File: config.mk
export PLATFORM = sky130hd
export DESIGN_NAME = vqnce_queue
export DESIGN_NICKNAME = d
export VERILOG_FILES = /design/src/sv/vqnce_pkg.sv /design/src/sv/vqnce_queue.sv
export SDC_FILE = /design/constraint.sdc
export NUM_CORES = 1
export LEC_CHECK = 0
export CORE_ASPECT_RATIO = 1.75
export CORE_MARGIN = 1
export CORE_UTILIZATION = 55
export DETAILED_ROUTE_END_ITERATION = 10
export DONT_BUFFER_PORTS = 1
export GPL_TIMING_DRIVEN = 0
export PLACE_DENSITY = 0.7
export SLEW_MARGIN = 30
export SYNTH_ARGS = -nofsm -noshare
export SYNTH_HDL_FRONTEND = slang
export SYNTH_SLANG_ARGS = --single-unit
File: constraint.sdc
create_clock -name clk -period 11.56 [get_ports clk]
set_clock_uncertainty 0.1 [all_clocks]
set_input_delay 1.734 -clock clk [delete_from_list [all_inputs] [get_ports clk]]
set_output_delay 1.734 -clock clk [all_outputs]
set_load 0.005 [all_outputs]
File: src/sv/vqnce_pkg.sv
`default_nettype none

package vqnce_pkg;

  // defaults for the top level parameters
  localparam int unsigned DEPTH_DEFAULT       = 256;
  localparam int unsigned COORD_BITS_DEFAULT  = 9;
  localparam int unsigned MAX_COORD_BITS      = 16;

  // block geometry and field widths
  localparam int unsigned TEXELS     = 4;
  localparam int unsigned COMPS      = 3;
  localparam int unsigned COMP_W     = 16;
  localparam int unsigned BYTE_W     = 8;
  localparam int unsigned TEXEL_W    = COMPS * BYTE_W;
  localparam int unsigned WORD_W     = COMPS * COMP_W;
  localparam int unsigned ENTRY_W    = 8;
  localparam int unsigned SLOT_W     = 2;
  localparam int unsigned COORD_W    = 9;
  localparam int unsigned CFG_W      = 9;
  localparam int unsigned CODEWORD_W = 8;
  localparam int unsigned DIST_W     = 36;
  localparam int unsigned OFS_W      = 18;

  // queue between front and back, power of two so the pointers wrap
  localparam int unsigned QUEUE_DEPTH = 2;

  typedef enum logic {
    REQ_LOAD   = 1'b0,
    REQ_ENCODE = 1'b1
  } req_t;

  // one classified item, as it travels from front to back
  typedef struct packed {
    req_t                              req;
    logic [ENTRY_W-1:0]                entry;
    logic [SLOT_W-1:0]                 slot;
    logic [WORD_W-1:0]                 word;
    logic [TEXELS-1:0][TEXEL_W-1:0]    texels;
    logic [OFS_W-1:0]                  offset;
  } qitem_t;

endpackage

`default_nettype wire

File: src/sv/vqnce_queue.sv
`default_nettype none

module vqnce_queue import vqnce_pkg::*; (
  input  wire logic    clk,
  input  wire logic    rst_n,
  input  wire logic    push_valid,
  input  wire qitem_t  push_item,
  output logic         push_ready,
  output logic         pop_valid,
  output qitem_t       pop_item,
  input  wire logic    pop_ready
);

  localparam int unsigned PTR_W = $clog2(QUEUE_DEPTH);
  localparam int unsigned LVL_W = $clog2(QUEUE_DEPTH + 1);

  qitem_t            mem_r [QUEUE_DEPTH];
  logic [PTR_W-1:0]  wr_ptr_r;
  logic [PTR_W-1:0]  rd_ptr_r;
  logic [LVL_W-1:0]  level_r, level_nxt;
  logic              push;
  logic              pop;

  assign push_ready = (level_r != LVL_W'(QUEUE_DEPTH));
  assign pop_valid  = (level_r != '0);
  assign pop_item   = mem_r[rd_ptr_r];
  assign push       = push_valid && push_ready;
  assign pop        = pop_valid && pop_ready;

  // fill level
  always_comb begin
    level_nxt = level_r;
    if (push && !pop) begin
      level_nxt = level_r + LVL_W'(1);
    end else if (pop && !push) begin
      level_nxt = level_r - LVL_W'(1);
    end
  end

  always_ff @(posedge clk) begin
    if (!rst_n) begin
      wr_ptr_r <= '0;
      rd_ptr_r <= '0;
      level_r  <= '0;
    end else begin
      if (push) begin
        wr_ptr_r <= wr_ptr_r + PTR_W'(1);
      end
      if (pop) begin
        rd_ptr_r <= rd_ptr_r + PTR_W'(1);
      end
      level_r <= level_nxt;
    end
  end

  always_ff @(posedge clk) begin
    if (push) begin
      mem_r[wr_ptr_r] <= push_item;
    end
  end

endmodule

`default_nettype wire

## After elaboration in Yosys (flattened, before gate mapping)

Memory sizes are Yosys's and may differ from the RTL's. A register that Yosys moved wholly into a read port is not among the register bits.
Index checks and enable logic that the tools add are counted.

| storage, ports and cells | value |
|---|---|
| input bits | 177 |
| flip-flop bits (word level) | 4 |
| memories kept | 1 |
| logic and storage cells | 23 |
| RAM bits | 346 |

| cells by class | value |
|---|---|
| add/subtract/negate cells | 4 |
| reduce and logical (&&, ||, !) cells | 8 |
| mux-type cells | 6 |
| equality and inequality tests | 1 |

Memory list:

| memory | depth | width | read ports | clocked after memory_dff | write ports | RTL line | source |
|---|---|---|---|---|---|---|---|
| mem_r | 2 | 173 | 1 | 1 | 1 | vqnce_queue.sv:17 | `qitem_t mem_r [QUEUE_DEPTH];` |

Operators with widths:

| cell | number |
|---|---|
| logical AND 1 bit | 4 |
| two-way mux 1 bit | 4 |
| two-way mux 2 bit | 2 |
| nonzero test 2 bit | 2 |
| adder 1 bit (second input constant) | 2 |
| adder 2 x 1 -> 2 bit (second input constant) | 1 |
| logical NOT 1 bit | 2 |
| != test 2 bit (second input constant) | 1 |
| subtractor 2 x 1 -> 2 bit (second input constant) | 1 |

## Logic depth before layout (Yosys ltp)

| logic depth | value |
|---|---|
| depth after elaboration | 6 |
| gate-level depth with buffers | 6 |
| depth with buffers taken out | 6 |

## Least setup slack after synthesis

No wires, ideal clock.

| timing path | value |
|---|---|
| path type | in2reg |
| start | in push_valid |
| end | mem mem_r[1][0] (netlist bit), enable pin |
| data arrival time | 5.745 ns |
| path slack | 5.160 ns |
| setup time | 0.555 ns |
| cell stages on the path | 1 |
| cell sequence | and3_1 |

| on the way | value |
|---|---|
| cells in the longest elaborated chain, start to end | 3 |

RTL lines:

| what | RTL line | source |
|---|---|---|
| from (decl) | vqnce_queue.sv:6 | `input wire logic push_valid,` |
| logical AND 1 bit | vqnce_queue.sv:27 | `assign push = push_valid && push_ready;` |
| two-way mux 1 bit | vqnce_queue.sv:57 | `if (push) begin` |
| two-way mux 1 bit (implied by the code) | vqnce_queue.sv:58 | `mem_r[wr_ptr_r] <= push_item;` |
| to (decl) | vqnce_queue.sv:17 |  |

No other way between the ends.

==> impl_metrics.json <==
{
  "max_slew_margin_pct": 54.23,
  "synth.area.top_cells": "edfxtp_1, mux2_2, buf_6",
  "die_h_um": 203.7,
  "avgRoutedWirePerCell_um": 24.75,
  "cpLargestDelayFamily": "buffers and inverters",
  "cts_root_buffer": "clkbuf_16",
  "netlist_area_um2": 12790,
  "hold_viol": 0,
  "synth-simple-area-share_pct": 0.5088,
  "setup_slack_ps": 8020,
  "ant_nets": 0,
  "pre_cts_slack_ps": 8116,
  "die_area_um2": 23890,
  "clockBufferDepth": 3,
  "insertedDiodeCount": 0,
  "ys_seq_area_share_pct": 82.04,
  "post-dp-hpwl_um": 16200,
  "end_kind": "primary output",
  "cts_hold_buf": 0,
  "finalCriticalPeriod_ps": 3540,
  "drc_errors": 0,
  "syn-num-nets": 740,
  "power.density_nw_per_um2": 219.6,
  "setup_viol": 0,
  "maxCapViolations": 0,
  "synth_compound_area_share_pct": 0.2740,
  "min_path_type": "reg2reg",
  "fin_util_pct": 62.09,
  "crit_fanout": 10,
  "place.gp.congestion": 0.7633,
  "leakage_nw": 4.537,
  "critPathRequiredTime_ps": 9730,
  "crit_path_start_kind": "register",
  "drive_above_1_share_pct": 38.67,
  "yosysMostFrequentCell": "edfxtp_1",
  "crit_slowest_cell": "mux2_2",
  "vias": 5229,
  "first_pass_iters": 4,
  "grt_usage_pct": 18.59,
  "routed_wl_um": 22720,
  "drtIter0Drc": 337,
  "io_buffers": 0,
  "die_x_um": 117.3,
  "coreArea_um2": 22740,
  "grt_pass1_vias": 5650,
  "status": "finished, final reports clean",
  "synth_edf_count": 346,
  "synth_top_cell_by_area": "edfxtp_1",
  "cts.sinks": 351,
  "crit_buf_inv": 2,
  "htreeDepth": 1,
  "cts_buffers": 28,
  "avgViaCountPerCell": 5.696,
  "synthAdderAreaFrac_pct": 0.09785,
  "slew_violations": 0,
  "yosysUniqueCellTypes": 20,
  "grt-ovfl-total": 0,
  "insertion_delay_ps": 540,
  "ioPinCount": 352,
  "cpPeakStageDelay_ps": 390,
  "path_cells": "buf_4 -> buf_6 -> mux2_2",
  "grt_pass1_wl_um": 31790,
  "synth_flop_cell": "edfxtp_1",
  "whs_ps": 474.3,
  "antenna_found_initial": 0,
  "postCtsSetupRepairBufs": 0,
  "clk_pin_slew_ps": 60,
  "yosys_warnings": 0,
  "fin_crit_sh_pct": 30.62,
  "avgSynthCellArea_um2": 22.75,
  "fmax_mhz": 282.5,
  "grt_start_max_net_pins": 98,
  "synth_top_family_by_area": "multiplexers",
  "num_rows": 73,
  "syn_inst": 562,
  "syn_to_final_growth_pct": 10.43,
  "post_cts_resized": 0,
  "synth-xor-area-share_pct": 0.2055,
  "peakVddDrop_mv": 0.1809,
  "cts_tree": "done",
  "ys_ff_latch": 351,
  "worst_ep_arrival_time_ps": 1710,
  "initial_core_util_pct": 56.22,
  "async_flop_share_pct": 0,
  "tns_ps": 0,
  "layout.nets": 774,
  "tightest_slew_ps": 686.6,
  "crit_type": "reg2out",
  "netlist_top_cells_count": "edfxtp_1, mux2_2, buf_6",
  "rsz0062_at_grt": "false",
  "synth_mux_area_share_pct": 15.23,
  "synth_top_cell_area_share_pct": 81.25
}
==> worst reg2reg max path, stage by stage, from the launching register on <==
cell and delay [ps]:
dfxtp_1 420, nand2b_4 200, and3_4 640, buf_16 320, buf_12 290
==> path summary, 6_finish.rpt <==
kind	to	cells past startpoint	slack, ps	start
worst min register to register	level_r[1]	2	470	level_r[1]
worst max-delay path	pop_item[164]	3	8020	register
worst max register to register	mem_r[1][45]	4	9240	level_r[0]
worst min-delay path	level_r[1]	2	470	level_r[1]
==> metal layers <==
layer	GRT usage, %	share of wire, %
met1	14.88	27
met2	35.00	56
met3	8.172	12
met4	10.80	5.3
met5	0	0
==> sequential cells by signal, summed over array words and instances (netlist names), named ones only <==
signal    cells
rd_ptr_r      1
wr_ptr_r      1
mem_r       346
level_r       2
==> cells by family after synthesis <==
logic type,after synthesis
compound gates,5
xor+xnor,3
fa+ha+maj,1
buf+inv,20
flops,351
mux,173
simple gates,9
==> power by group <==
group	internal, W	switching (W)
Sequential	0.00159	0.0000370
Combinational	0.000272	0.000323
Clock	0.000482	0.000399
Total	0.00234	0.000759
==> metrics by stage <==
step	total power (W)	std cells	area [µm²]
finish	0.003102	918	14120
global route	0.003228	918	14120
CTS	0.003144	918	14120
detailed placement	0.002262	866	13270
global placement	0.002269	862	13160
floorplan	0.002130	562	12790
==> cells in the final DEF, fill, tap and decap left out <==
master	count
nand3b_1	1
ha_1	1
buf_12	2
mux2_2	173
xnor2_1	2
and3_4	1
edfxtp_1	346
or2_2	1
buf_16	2
clkinv_1	5
xor2_1	1
o21ai_1	1
and2_1	4
buf_4	2
inv_8	1
or3_1	1
clkinv_2	7
a21boi_0	1
a21boi_1	1
clkbuf_1	9
clkbuf_16	29
o21ai_0	1
bufinv_16	1
clkinvlp_4	1
a21bo_2	1
dfxtp_1	5
buf_6	17
nand2b_4	1
==> area by class of cell <==
cell class	count	area, µm²
timing repair buffer	4	95.09
clock inverter	14	91.34
sequential	351	10490
multi-input combinational	191	2092
clock buffer	38	759.5
fill	1515	8622
tap	300	375.4
buffer	19	206.4
inverter	1	11.26
Power figures use the tool's default switching activity.
