### config.mk
export PLATFORM = sky130hd
export DESIGN_NAME = vqnce_front_flat
export DESIGN_NICKNAME = d
export VERILOG_FILES = /design/src/sv/vqnce_pkg.sv /design/src/sv/vqnce_in_if.sv /design/src/sv/vqnce_front.sv /design/src/flat_wrapper.sv
export SDC_FILE = /design/constraint.sdc
export NUM_CORES = 1
export LEC_CHECK = 0
export BUFFER_PORTS_ARGS = -buffer_cell sky130_fd_sc_hd__buf_2
export CAP_MARGIN = 20
export CORE_ASPECT_RATIO = 1.2
export CORE_MARGIN = 3
export CORE_UTILIZATION = 23
export CTS_CLUSTER_DIAMETER = 50
export CTS_CLUSTER_SIZE = 14
export DETAILED_ROUTE_END_ITERATION = 8
export REMOVE_ABC_BUFFERS = 1
export SYNTH_ARGS = -nofsm -noshare
export SYNTH_HDL_FRONTEND = slang
export SYNTH_SLANG_ARGS = --single-unit
export TNS_END_PERCENT = 20
### constraint.sdc
create_clock -name clk -period 2 [get_ports clk]
set_clock_uncertainty 0.05 [all_clocks]
set_input_delay 0.3 -clock clk [delete_from_list [all_inputs] [get_ports clk]]
set_output_delay 0.3 -clock clk [all_outputs]
set_load 0.01 [all_outputs]
### src/sv/vqnce_pkg.sv
`default_nettype none

package vqnce_pkg;

  // defaults for the top level parameters
  localparam int unsigned DEPTH_DEFAULT       = 256;
  localparam int unsigned COORD_BITS_DEFAULT  = 9;
  localparam int unsigned MAX_COORD_BITS      = 16;

  // block geometry and field widths
  localparam int unsigned TEXELS     = 4;
  localparam int unsigned COMPS      = 3;
  localparam int unsigned COMP_W     = 16;
  localparam int unsigned BYTE_W     = 8;
  localparam int unsigned TEXEL_W    = COMPS * BYTE_W;
  localparam int unsigned WORD_W     = COMPS * COMP_W;
  localparam int unsigned ENTRY_W    = 8;
  localparam int unsigned SLOT_W     = 2;
  localparam int unsigned COORD_W    = 9;
  localparam int unsigned CFG_W      = 9;
  localparam int unsigned CODEWORD_W = 8;
  localparam int unsigned DIST_W     = 36;
  localparam int unsigned OFS_W      = 18;

  // queue between front and back, power of two so the pointers wrap
  localparam int unsigned QUEUE_DEPTH = 2;

  typedef enum logic {
    REQ_LOAD   = 1'b0,
    REQ_ENCODE = 1'b1
  } req_t;

  // one classified item, as it travels from front to back
  typedef struct packed {
    req_t                              req;
    logic [ENTRY_W-1:0]                entry;
    logic [SLOT_W-1:0]                 slot;
    logic [WORD_W-1:0]                 word;
    logic [TEXELS-1:0][TEXEL_W-1:0]    texels;
    logic [OFS_W-1:0]                  offset;
  } qitem_t;

endpackage

`default_nettype wire

### src/sv/vqnce_in_if.sv
`default_nettype none

interface vqnce_in_if import vqnce_pkg::*; ();
  logic                 valid;
  logic                 ready;
  logic                 req_type;
  logic [ENTRY_W-1:0]   entry_index;
  logic [SLOT_W-1:0]    texel_slot;
  logic [COMP_W-1:0]    load_red;
  logic [COMP_W-1:0]    load_green;
  logic [COMP_W-1:0]    load_blue;
  logic [COORD_W-1:0]   block_x;
  logic [COORD_W-1:0]   block_y;
  logic [TEXEL_W-1:0]   texel_zero;
  logic [TEXEL_W-1:0]   texel_one;
  logic [TEXEL_W-1:0]   texel_two;
  logic [TEXEL_W-1:0]   texel_three;

  modport source (
    output valid, req_type, entry_index, texel_slot, load_red, load_green, load_blue,
    output block_x, block_y, texel_zero, texel_one, texel_two, texel_three,
    input  ready
  );

  modport sink (
    input  valid, req_type, entry_index, texel_slot, load_red, load_green, load_blue,
    input  block_x, block_y, texel_zero, texel_one, texel_two, texel_three,
    output ready
  );
endinterface

`default_nettype wire

### src/sv/vqnce_front.sv
`default_nettype none

module vqnce_front import vqnce_pkg::*; #(
  parameter int unsigned CODEBOOK_DEPTH = DEPTH_DEFAULT,
  parameter int unsigned COORD_BITS     = COORD_BITS_DEFAULT
) (
  input  wire logic  clk,
  input  wire logic  rst_n,
  vqnce_in_if.sink   in_ch,
  output logic       push_valid,
  output qitem_t     push_item,
  input  wire logic  push_ready
);

  localparam int unsigned LIM_W = ENTRY_W + 1;

  logic   valid_r, valid_nxt;
  qitem_t item_r, item_nxt;
  logic   accept;
  logic   keep;

  // interleave block coordinates, y in even bits, x in odd bits
  function automatic logic [OFS_W-1:0] twiddle(input logic [COORD_W-1:0] bx,
                                               input logic [COORD_W-1:0] by);
    logic [MAX_COORD_BITS-1:0]   xe;
    logic [MAX_COORD_BITS-1:0]   ye;
    logic [2*MAX_COORD_BITS-1:0] wide;
    xe   = MAX_COORD_BITS'(bx);
    ye   = MAX_COORD_BITS'(by);
    wide = '0;
    for (int b = 0; b < COORD_BITS; b++) begin
      wide[2*b]   = ye[b];
      wide[2*b+1] = xe[b];
    end
    return OFS_W'(wide);
  endfunction

  // classify: encodes always go on, loads only when the entry exists
  always_comb begin
    item_nxt.req    = req_t'(in_ch.req_type);
    item_nxt.entry  = in_ch.entry_index;
    item_nxt.slot   = in_ch.texel_slot;
    item_nxt.word   = {in_ch.load_red, in_ch.load_green, in_ch.load_blue};
    item_nxt.texels = {in_ch.texel_three, in_ch.texel_two, in_ch.texel_one, in_ch.texel_zero};
    item_nxt.offset = twiddle(in_ch.block_x, in_ch.block_y);
    keep = (item_nxt.req == REQ_ENCODE) ||
           ({1'b0, in_ch.entry_index} < LIM_W'(CODEBOOK_DEPTH));
  end

  assign in_ch.ready = !valid_r || push_ready;
  assign accept      = in_ch.valid && in_ch.ready;

  // holding register in front of the queue
  always_comb begin
    valid_nxt = valid_r;
    if (valid_r && push_ready) begin
      valid_nxt = 1'b0;
    end
    if (accept) begin
      valid_nxt = keep;
    end
  end

  always_ff @(posedge clk) begin
    if (!rst_n) begin
      valid_r <= 1'b0;
    end else begin
      valid_r <= valid_nxt;
    end
  end

  always_ff @(posedge clk) begin
    if (accept) begin
      item_r <= item_nxt;
    end
  end

  assign push_valid = valid_r;
  assign push_item  = item_r;

endmodule

`default_nettype wire

### src/flat_wrapper.sv
// flat-port wrapper written by rule: the top's interface ports become plain ports
module vqnce_front_flat import vqnce_pkg::*;
#(
  parameter int unsigned CODEBOOK_DEPTH = DEPTH_DEFAULT,
  parameter int unsigned COORD_BITS     = COORD_BITS_DEFAULT
)
  (clk, rst_n, push_valid, push_item, push_ready, in_ch_valid, in_ch_req_type, in_ch_entry_index, in_ch_texel_slot, in_ch_load_red, in_ch_load_green, in_ch_load_blue, in_ch_block_x, in_ch_block_y, in_ch_texel_zero, in_ch_texel_one, in_ch_texel_two, in_ch_texel_three, in_ch_ready);
  vqnce_in_if in_ch_i ();
  input  wire logic clk;
  input  wire logic rst_n;
  output logic push_valid;
  output qitem_t push_item;
  input  wire logic push_ready;
  input wire logic [$bits(in_ch_i.valid)-1:0] in_ch_valid;
  input wire logic [$bits(in_ch_i.req_type)-1:0] in_ch_req_type;
  input wire logic [$bits(in_ch_i.entry_index)-1:0] in_ch_entry_index;
  input wire logic [$bits(in_ch_i.texel_slot)-1:0] in_ch_texel_slot;
  input wire logic [$bits(in_ch_i.load_red)-1:0] in_ch_load_red;
  input wire logic [$bits(in_ch_i.load_green)-1:0] in_ch_load_green;
  input wire logic [$bits(in_ch_i.load_blue)-1:0] in_ch_load_blue;
  input wire logic [$bits(in_ch_i.block_x)-1:0] in_ch_block_x;
  input wire logic [$bits(in_ch_i.block_y)-1:0] in_ch_block_y;
  input wire logic [$bits(in_ch_i.texel_zero)-1:0] in_ch_texel_zero;
  input wire logic [$bits(in_ch_i.texel_one)-1:0] in_ch_texel_one;
  input wire logic [$bits(in_ch_i.texel_two)-1:0] in_ch_texel_two;
  input wire logic [$bits(in_ch_i.texel_three)-1:0] in_ch_texel_three;
  output wire logic [$bits(in_ch_i.ready)-1:0] in_ch_ready;
  assign in_ch_i.valid = in_ch_valid;
  assign in_ch_i.req_type = in_ch_req_type;
  assign in_ch_i.entry_index = in_ch_entry_index;
  assign in_ch_i.texel_slot = in_ch_texel_slot;
  assign in_ch_i.load_red = in_ch_load_red;
  assign in_ch_i.load_green = in_ch_load_green;
  assign in_ch_i.load_blue = in_ch_load_blue;
  assign in_ch_i.block_x = in_ch_block_x;
  assign in_ch_i.block_y = in_ch_block_y;
  assign in_ch_i.texel_zero = in_ch_texel_zero;
  assign in_ch_i.texel_one = in_ch_texel_one;
  assign in_ch_i.texel_two = in_ch_texel_two;
  assign in_ch_i.texel_three = in_ch_texel_three;
  assign in_ch_ready = in_ch_i.ready;
  vqnce_front #(.CODEBOOK_DEPTH(CODEBOOK_DEPTH), .COORD_BITS(COORD_BITS)) u_core (.clk(clk), .rst_n(rst_n), .in_ch(in_ch_i), .push_valid(push_valid), .push_item(push_item), .push_ready(push_ready));
endmodule
# After elaboration in Yosys (flattened, before gate mapping)

Cells that the tools add are included.
W data, S select, Z words.

Register bits after elaboration: 174
Input port bits: 177
Logic and storage cells: 17

Multiplexer cells: 2
Reductions and logical operators: 5

Operator list:

| operator            | number |
|---|---|
| $logic_and A1 B1 Y1 | 2 |
| $mux W1             | 2 |
| $reduce_bool A2 Y1  | 1 |
| $logic_not A1 Y1    | 1 |
| $logic_or A1 B1 Y1  | 1 |

# Depth between registers and ports, before layout

Gate-level depths: netlist (run 1).

Depth in word-level cells: 4
Depth in mapped cells: 2
Mapped depth without buffers: 2

# Worst setup path before layout (run 1)

OpenSTA, ideal clock, no wires.

Path type: register -> register
From: register u_core.valid_r (netlist: u_core.push_valid)
To: register u_core.item_r (netlist bit u_core.push_item[0]), enable pin
Setup time: 414 ps
Arrival: 1,717 ps
Data required time: 1,536 ps
Path slack: -181 ps
Cell stages (with the launch flop): 3
Buffers on the path: 0
Clock period less this slack: 2,181 ps
Cell sequence: dfxtp_1 > nand2b_4 > and2_4

Word-level cells in the longest chain between the ends: 3

Ends and longest elaborated chain:

| item                     | RTL line           | text |
|---|---|---|
| start: declaration       | vqnce_front.sv:17  | `logic valid_r, valid_nxt;` |
| start signal: assignment | vqnce_front.sv:68  | `valid_r <= valid_nxt;` |
| $logic_not A1 Y1         | vqnce_front.sv:50  | `assign in_ch.ready = !valid_r \|\| push_ready;` |
| $logic_or A1 B1 Y1       | vqnce_front.sv:50  |  |
| via in_ch_ready          | flat_wrapper.sv:27 | `output wire logic [$bits(in_ch_i.ready)-1:0] in_ch_ready;` |
| $logic_and A1 B1 Y1      | vqnce_front.sv:51  | `assign accept = in_ch.valid && in_ch.ready;` |
| via u_core.accept        | vqnce_front.sv:19  | `logic accept;` |
| end signal: assignment   | vqnce_front.sv:74  | `item_r <= item_nxt;` |
| end: declaration         | vqnce_front.sv:18  | `qitem_t item_r, item_nxt;` |

The timed path passes the listed nets, and every way through them passes these cells.
A chain may end at the register's enable or synchronous reset.

# Worst setup path after layout (run 1)

From: register u_core.valid_r (netlist: u_core.push_valid)
To: register u_core.item_r (netlist bit u_core.push_item[48]), enable pin

Word-level cells in the longest chain between the ends: 3

Ends and longest elaborated chain:

| item                | RTL line |
|---|---|
| $logic_not A1 Y1    | vqnce_front.sv:50 |
| $logic_or A1 B1 Y1  | vqnce_front.sv:50 |
| $logic_and A1 B1 Y1 | vqnce_front.sv:51 |
| via u_core.accept   | vqnce_front.sv:19 |

The timed path passes the listed nets, and every way through them passes these cells.

==> results of run 1 <==
==> power breakdown <==
part	total, W	internal, W	switching [W]
Sequential	0.00431	0.00426	0.0000501
Clock	0.00315	0.00174	0.00141
Combinational	0.000869	0.000474	0.000395
Total	0.00833	0.00647	0.00186
==> final timing paths <==
path	cells past startpoint	end	from	slack (ns)
worst max register to register	3	u_core.push_item[48]	u_core.push_valid	0.58
worst min-delay path	1	u_core.push_item[61]	in_ch_texel_one[19]	0.03
worst max-delay path	3	u_core.push_item[48]	u_core.push_valid	0.58
worst min register to register	2	u_core.push_valid	u_core.push_valid	0.46
==> per-layer routing <==
layer | vias to the layer above | GRT usage (%) | wire [um] | share of wire (%)
met1 | 1853 | 12.8 | 5670 | 35
met2 | 190 | 22.7 | 8920 | 55
li1 | 1790 | - | - | -
met3 | 25 | 5.31 | 1310 | 8.1
met5 | - | 0 | 20 | 0.12
met4 | 2 | 4.26 | 314 | 1.9
==> placed cells by master, fill, tap and decap left out, drive strengths merged <==
cell	instances
buf	357
edfxtp	173
dlygate4sd3	157
clkbuf	17
clkinv	8
inv	6
diode	2
nand2b	1
and2	1
a21boi	1
clkinvlp	1
bufinv	1
dfxtp	1
==> through the flow <==
step,setup WS [ns],cells,area [sq um],utilization (%)
2_1_floorplan,-0.181,178,5250,-
3_3_place_gp,0.517,809,7430,33.7
3_5_place_dp,0.512,809,7430,33.7
4_1_cts,0.594,992,9510,43.1
5_1_grt,0.518,999,9570,43.4
6_report,0.584,1000,9570,43.4
==> cells by family after synthesis <==
family	Yosys count	share of synthesized area (%)
flip-flops	174	99.3
buffers and inverters	1	0.0714
AO/OA/AOI/OAI	1	0.214
AND/OR/NAND/NOR	2	0.429
==> sequential cells by signal, summed over array words and instances, names as in the netlist <==
name / cells
u_core.push_item: 173
u_core.push_valid: 1
==> critical path, stage by stage (launching register included) <==
cell and delay, ns:
dfxtp_1 0.34, nand2b_4 0.08, and2_4 0.17, buf_12 0.32
==> timing repair <==
action	CTS	global route
hold buffers	151	6
endpoints found under the hold margin	151	6
setup endpoints to repair	0	0
==> area by class of cell <==
class | count | area [sq um] | share of cell area, %
antenna | 2 | 5.00 | 0.0523
clock inverter | 15 | 136 | 1.42
multi-input combinational | 3 | 33.8 | 0.353
inverter | 1 | 3.75 | 0.0392
timing repair buffer | 514 | 3410 | 35.6
clock buffer | 17 | 425 | 4.44
sequential | 174 | 5220 | 54.5
tap | 274 | 343 | 3.58
==> flow_summary.toml, run 1 <==
[timing]
setup-tns-final_ns = 0
rsz0062_at_grt = "false"
hold_viol_final = 0
slew_violations = 0
timing.hold.ws_ns = 0.0289
setup_violations = 0
worst_pin_slew_ns = 0.451
finalCritPeriodShare_pct = 70.8
max_freq_ghz = 0.706
finalCriticalPeriod_ns = 1.42
slew_headroom_pct = 69.9

[worst_setup_path]
cp-start-kind = "flop"
required_ns = 2.01
endpoint_kind = "flop"
path_max_fanout = 81
cp.arrival_ns = 1.43
crit_type = "flop to flop"

[power]
total_power_w = 0.00833
p_leak_nw = 4.06
ir_worst_vdd_mv = 0.515
power_density_nw_per_um2 = 870

[synth]
yosysWarnings = 0
synthFlopType = "edfxtp_1"
async_flop_share_pct = 0
synthTopCellsByArea = "edfxtp_1 (99%), dfxtp_1 (0.38%), nand2b_4 (0.26%)"
netlist.area_leader.share_pct = 98.9
syn_inst = 178
ys_types = 6
avgSynthCellArea_sq_um = 29.5
ys_ff_latch = 174
synth_edf_count = 173
synth.most_common_cell = "edfxtp_1"
yosysSeqAreaShare_pct = 99.3
yosys.area.top_type = "edfxtp_1"
netlist_area_sq_um = 5250

[detailed_routing]
wl_per_cell_um = 16.2
dr.pass1.iters = 4
first_iter_violations = 189
drc_errors = 0
via_per_inst = 3.86
vias = 3860
finalWirelength_um = 16200
ant_nets = 0

[status]
status = "finished clean"

[placed_design]
gp_congestion = 0.770
placement.io_buffers = 351

[finish]
drive_gt1_share_pct = 54.0
layout.nets = 888
syn2layout_area_growth_pct = 82.3
fill_cells = 1959

[clock_tree]
postCtsSetupBuffers = 0
numCtsBuffers = 17
cts_tree = "built"
htree_levels = 4
worstSkewPairLatency_ns = 0.42
cts.clk_slew.worst_paths_ns = 0.07
cts_buffer_depth = 2
cts.sinks = 174
cts_root_buffer = "clkbuf_16"
cts.repair.resized = 0

[die]
start_util_pct = 23.8
die_h_um = 172
core_area_sq_um = 22100
io_pins = 352
rows = 59
die_x_um = 144
die-area_sq_um = 24700

[global_routing]
grt_pass1_vias = 4225
grt_pass1_wl_um = 22900
grt_remaining_overflow = 0
antenna_found_initial = 3
grt_max_degree = 82
grtUsageTotal_pct = 12.5

[worst_hold_path]
hold_path_class = "input port to flop"

[job]
maxCapViolCount = 0
Note: power is estimated with default switching activity, not from simulation.
==> inputs of run 2 (changes only) <==
==> constraint.sdc (replaced) <==
create_clock -name clk -period 1.44 [get_ports clk]
set_clock_uncertainty 0.05 [all_clocks]
set_input_delay 0.216 -clock clk [delete_from_list [all_inputs] [get_ports clk]]
set_output_delay 0.216 -clock clk [all_outputs]
set_load 0.01 [all_outputs]
==> flow_summary.toml, run 2 <==
[status]
status = "stopped before the end"
lastStage = "clock tree synthesis (4_1_cts)"
error = "[ERROR RSZ-0060] Max buffer count reached."

[synth]
synthFlopType = "edfxtp_1"
yosysWarnings = 0
async_flop_share_pct = 0
synthTopCellsByArea = "edfxtp_1 (99%), dfxtp_1 (0.38%), nand2b_4 (0.26%)"
synth.most_common_cell = "edfxtp_1"
netlist_area_sq_um = 5250
syn_inst = 178
netlist.area_leader.share_pct = 98.9
ys_ff_latch = 174
avgSynthCellArea_sq_um = 29.5
ys_types = 6
yosys.area.top_type = "edfxtp_1"
yosysSeqAreaShare_pct = 99.3
synth_edf_count = 173

[placed_design]
gp_congestion = 0.771
placement.io_buffers = 351
dp_hpwl_um = 11400

[die]
rows = 59
die_x_um = 144
start_util_pct = 23.8
die_h_um = 172
io_pins = 352

[clock_tree]
postCtsSetupBuffers = 0
cts_root_buffer = "clkbuf_16"
cts.sinks = 174
hold_buffers = 170
htree_levels = 4
numCtsBuffers = 17
cts.repair.resized = 0
cts_buffer_depth = 2
## run 2: logic make-up after synthesis
group	Yosys count	synth area share, %
AND/OR/NAND/NOR	2	0.429
flip-flops	174	99.3
AO/OA/AOI/OAI	1	0.214
buffers and inverters	1	0.0714
## run 2: metrics by stage
step / std cells / hold slack [ns] / area [sq um] / utilization, % / worst slack, ns
2_1_floorplan: 178 / 0.265 / 5250 / - / -0.741
3_3_place_gp: 814 / 0.343 / 7500 / 34.0 / 0.0994
3_5_place_dp: 814 / 0.344 / 7500 / 34.0 / 0.0834
==> inputs of run 3 (changes only) <==
--- a/config.mk
+++ b/config.mk
@@ -7,12 +7,10 @@
 export LEC_CHECK = 0
 export BUFFER_PORTS_ARGS = -buffer_cell sky130_fd_sc_hd__buf_2
 export CAP_MARGIN = 20
-export CORE_ASPECT_RATIO = 1.2
 export CORE_MARGIN = 3
-export CORE_UTILIZATION = 23
-export CTS_CLUSTER_DIAMETER = 50
-export CTS_CLUSTER_SIZE = 14
+export CORE_UTILIZATION = 20
 export DETAILED_ROUTE_END_ITERATION = 8
+export PLACE_DENSITY_LB_ADDON = 0.15
 export REMOVE_ABC_BUFFERS = 1
 export SYNTH_ARGS = -nofsm -noshare
 export SYNTH_HDL_FRONTEND = slang
==> flow_summary.toml, run 3 (synthesized netlist as in run 1, its figures left out) <==
[global_routing]
grt_remaining_overflow = 0
grtUsageTotal_pct = 11.1
grt_pass1_wl_um = 24100
antenna_found_initial = 0
grt_max_degree = 27
grt_pass1_vias = 4464

[placed_design]
dpl_cell_area_sq_um = 7640
placement.io_buffers = 351
gp_congestion = 0.786
dp_cells = 878
dp_hpwl_um = 12000

[detailed_routing]
drt-met1-wl_um = 5700
dr.pass1.iters = 4
finalWirelength_um = 16000
wl_per_cell_um = 14.7
wl_met2_um = 8280
routed.top_layer = "met4"
via_per_inst = 3.61
first_iter_violations = 164
vias = 3916
met3WireLength_um = 1550
drc_errors = 0
ant_nets = 0

[die]
die_h_um = 168
die-area_sq_um = 28200
start_util_pct = 20.6
io_pins = 352
rows = 58
core_area_sq_um = 25500
die_x_um = 168

[clock_tree]
cts.repair.resized = 0
numCtsBuffers = 17
cts.clk_slew.worst_paths_ns = 0.07
htree_levels = 4
cts.sinks = 174
cts_tree = "built"
worstSkewPairLatency_ns = 0.41
cts_buffer_depth = 2
cts_root_buffer = "clkbuf_16"

[finish]
final_common_cell = "buf_2"
antennaDiodeCount = 0
final_cell_mix = "buf_2 (351), dlygate4sd3_1 (175), edfxtp_1 (173)"
finish.cell_count_without_fillers = 1085
drive_gt1_share_pct = 53.4
layout.nets = 919
regArea_sq_um = 5220
multiInputGateArea_sq_um = 33.8
syn2layout_area_growth_pct = 89.4
largest_reg_flops = 173
fill_cells = 2383
final_cell_area_sq_um = 9950

[worst_setup_path]
path_max_fanout = 23
crit_path_frequent_cell = "buf_12"
crit_path_max_incr_delay_ns = 0.34
path_delay_family = "buffers and inverters"
required_ns = 1.51
worstPathBufferInverterCount = 2
cp.arrival_ns = 1.41
cp-start-kind = "flop"
endpoint_kind = "flop"
crit_path_top_delay_cell = "dfxtp_1"
crit_chain = "nand2b_4 > and2_4 > buf_12 > buf_12"
worst-path-stages = 4
crit_type = "flop to flop"
worst-r2r-cell-count = 4

[timing]
worst_pin_slew_ns = 0.175
rsz0062_at_grt = "false"
finalCritPeriodShare_pct = 93.0
hold_viol_final = 0
slew_violations = 0
max_freq_ghz = 0.747
finalCriticalPeriod_ns = 1.34
setup_violations = 0
slew_headroom_pct = 88.4

[power]
power_density_nw_per_um2 = 1170
ir_worst_vdd_mv = 0.568
p_leak_nw = 4.21

[job]
maxCapViolCount = 0

[worst_hold_path]
holdPathStages = 3
hold_path_class = "input port to flop"

[status]
status = "finished clean"
-- run 3: final cells by class --
class | instances | area share [%]
Inverter | 1 | 0.0377
Timing Repair Buffer | 545 | 37.5
Multi-Input combinational cell | 3 | 0.340
Sequential cell | 174 | 52.4
Tap cell | 330 | 4.15
Clock inverter | 15 | 1.31
Clock buffer | 17 | 4.28
-- run 3: report_power, final --
part,switching [W],internal (W)
logic,0.000554,0.000733
registers,0.0000746,0.00592
clock network,0.00204,0.00227
total,0.00267,0.00893
-- run 3: metrics by stage --
stage | util (%) | setup WS [ns] | hold slack, ns | setup TNS, ns | total power (W)
floorplan | - | -0.741 | 0.265 | -128.13 | 0.00638
global placement | 30.0 | 0.119 | 0.342 | 0 | 0.00704
detailed placement | 30.0 | 0.102 | 0.344 | 0 | 0.00705
CTS | 39.1 | 0.101 | 0.277 | 0 | 0.0118
global route | 39.1 | 0.0499 | 0.303 | 0 | 0.0122
finish | 39.1 | 0.101 | 0.307 | 0 | 0.0116
-- run 3: routing by layer --
metal / vias to the layer above / global-route usage, %
met5: - / 0
met4: 0 / 4.48
met3: 26 / 4.67
met2: 219 / 19.8
met1: 1820 / 11.6
li1: 1851 / -
-- run 3: timing repair --
action                                 4_1_cts  5_1_grt
endpoints found under the hold margin      174        0
setup endpoints to repair                    0        0
buffers inserted                             0        0
hold buffers                               175        0
-- run 3: worst paths after layout --
| check | endpoint | slack (ns) | from |
|---|---|---|---|
| setup / recovery | u_core.push_item[57] | 0.10 | u_core.push_valid |
| hold / removal | u_core.push_item[132] | 0.31 | in_ch_valid |
| setup reg to reg | u_core.push_item[57] | 0.10 | u_core.push_valid |
| hold reg to reg | u_core.push_item[132] | 0.85 | u_core.push_valid |
-- run 3: tightest hold or removal path: stages --
cell,delay [ns]
buf_2,0.09
and2_4,0.17
buf_12,0.15
==> inputs of run 4 (changes only) <==
==> constraint.sdc (replaced) <==
create_clock -name clk -period 1.44 [get_ports clk]
set_clock_uncertainty 0.05 [all_clocks]
set_input_delay 0.144 -clock clk [delete_from_list [all_inputs] [get_ports clk]]
set_output_delay 0.144 -clock clk [all_outputs]
set_load 0.01 [all_outputs]
==> flow_summary.toml, run 4 (synthesized netlist as in run 1, its figures left out) <==
[status]
status = "finished clean"

[timing]
worst_pin_slew_ns = 0.177
rsz0062_at_grt = "false"
finalCritPeriodShare_pct = 92.2
slew_violations = 0
hold_viol_final = 0
setup_violations = 0
layout_setup_ws_ns = 0.112
max_freq_ghz = 0.753
slew_headroom_pct = 88.2
finalCriticalPeriod_ns = 1.33
timing.hold.ws_ns = 0.246

[detailed_routing]
dr.pass1.iters = 4
vias = 3870
drc_errors = 0
via_per_inst = 3.57
finalWirelength_um = 15900
wl_per_cell_um = 14.7
ant_nets = 0
first_iter_violations = 139

[worst_setup_path]
cp-start-kind = "flop"
path_delay_family = "buffers and inverters"
crit_path_top_delay_cell = "dfxtp_1"
crit_chain = "nand2b_4 > and2_4 > buf_12 > buf_12"
endpoint_kind = "flop"
crit_path_max_incr_delay_ns = 0.34
crit_type = "flop to flop"
worstReg2RegStart = "u_core.push_valid"
path_max_fanout = 24
crit_path_frequent_cell = "buf_12"
crit_start = "u_core.push_valid"
cp.arrival_ns = 1.40
required_ns = 1.51
worstPathBufferInverterCount = 2

[finish]
syn2layout_area_growth_pct = 89.9
antennaDiodeCount = 0
multiInputGateArea_sq_um = 33.8
fill_cells = 2371
layout.nets = 918
final_common_cell = "buf_2"
final_cell_mix = "buf_2 (351), dlygate4sd3_1 (175), edfxtp_1 (173)"
regArea_sq_um = 5220
drive_gt1_share_pct = 53.2
largest_reg_flops = 173

[worst_hold_path]
hold_path_class = "input port to flop"
min_from = "in_ch_valid"

[clock_tree]
cts_buffer_depth = 2
cts_root_buffer = "clkbuf_16"
numCtsBuffers = 17
htree_levels = 4
cts.sinks = 174
cts.clk_slew.worst_paths_ns = 0.07
postCtsSetupBuffers = 0
cts.repair.resized = 0
worstSkewPairLatency_ns = 0.41
cts_tree = "built"
hold_buffers = 175

[global_routing]
antenna_found_initial = 0
grtUsageTotal_pct = 11.0
grt_pass1_wl_um = 23800
grt_pass1_vias = 4416
grt_remaining_overflow = 0
grt_max_degree = 25

[placed_design]
gp_congestion = 0.778
place_ws_ns = 0.117
placement.io_buffers = 351
dp_hpwl_um = 11900

[power]
power_density_nw_per_um2 = 1170
ir_worst_vdd_mv = 0.771
total_power_w = 0.0117
p_leak_nw = 4.21

[die]
core_area_sq_um = 25500
die_h_um = 168
start_util_pct = 20.6
die_x_um = 168
io_pins = 352
die-area_sq_um = 28200
rows = 58

[job]
maxCapViolCount = 0
==> run 4: path summary, 6_finish.rpt <==
kind / slack [ns] / to / depth (start not counted)
setup / recovery: 0.11 / u_core.push_item[93] / 4
hold / removal: 0.25 / u_core.push_item[44] / 3
setup reg to reg: 0.11 / u_core.push_item[93] / 4
hold reg to reg: 0.86 / u_core.push_item[44] / 3
==> run 4: area by class of cell <==
type	count	area share, %
clock buffers	20	4.38
repair buffers	544	37.5
clock inverters	12	1.27
flip-flops and latches	174	52.3
well taps	330	4.14
multi-input cells	3	0.339
inverters	1	0.0376
==> run 4: metrics by stage <==
step | TNS (ns) | instances | area (sq um) | utilization [%]
after global placement | 0 | 877 | 7660 | 30.1
after CTS | 0 | 1084 | 9970 | 39.1
after floorplan | -128.13 | 178 | 5250 | -
final | 0 | 1084 | 9970 | 39.1
after detailed placement | 0 | 877 | 7660 | 30.1
after global routing | 0 | 1084 | 9970 | 39.1
==> run 4: metal layers <==
| metal | vias to the layer above | wire (um) | GRT usage [%] |
|---|---|---|---|
| met1 | 1803 | 5920 | 11.8 |
| met4 | 0 | 286 | 4.23 |
| met5 | - | 0 | 0 |
| li1 | 1851 | - | - |
| met3 | 16 | 1420 | 4.02 |
| met2 | 200 | 8290 | 19.8 |
==> run 4: power by group <==
part | switching, W | internal [W] | leakage (nW)
Sequential | 0.0000728 | 0.00592 | 1.68
Clock | 0.00196 | 0.00243 | 0.269
Combinational | 0.000558 | 0.000741 | 2.26
==> run 4: worst reg2reg max path, cell delays in order, from the launching register on <==
cell	delay (ns)
dfxtp_1	0.34
nand2b_4	0.08
and2_4	0.17
buf_12	0.18
buf_12	0.20
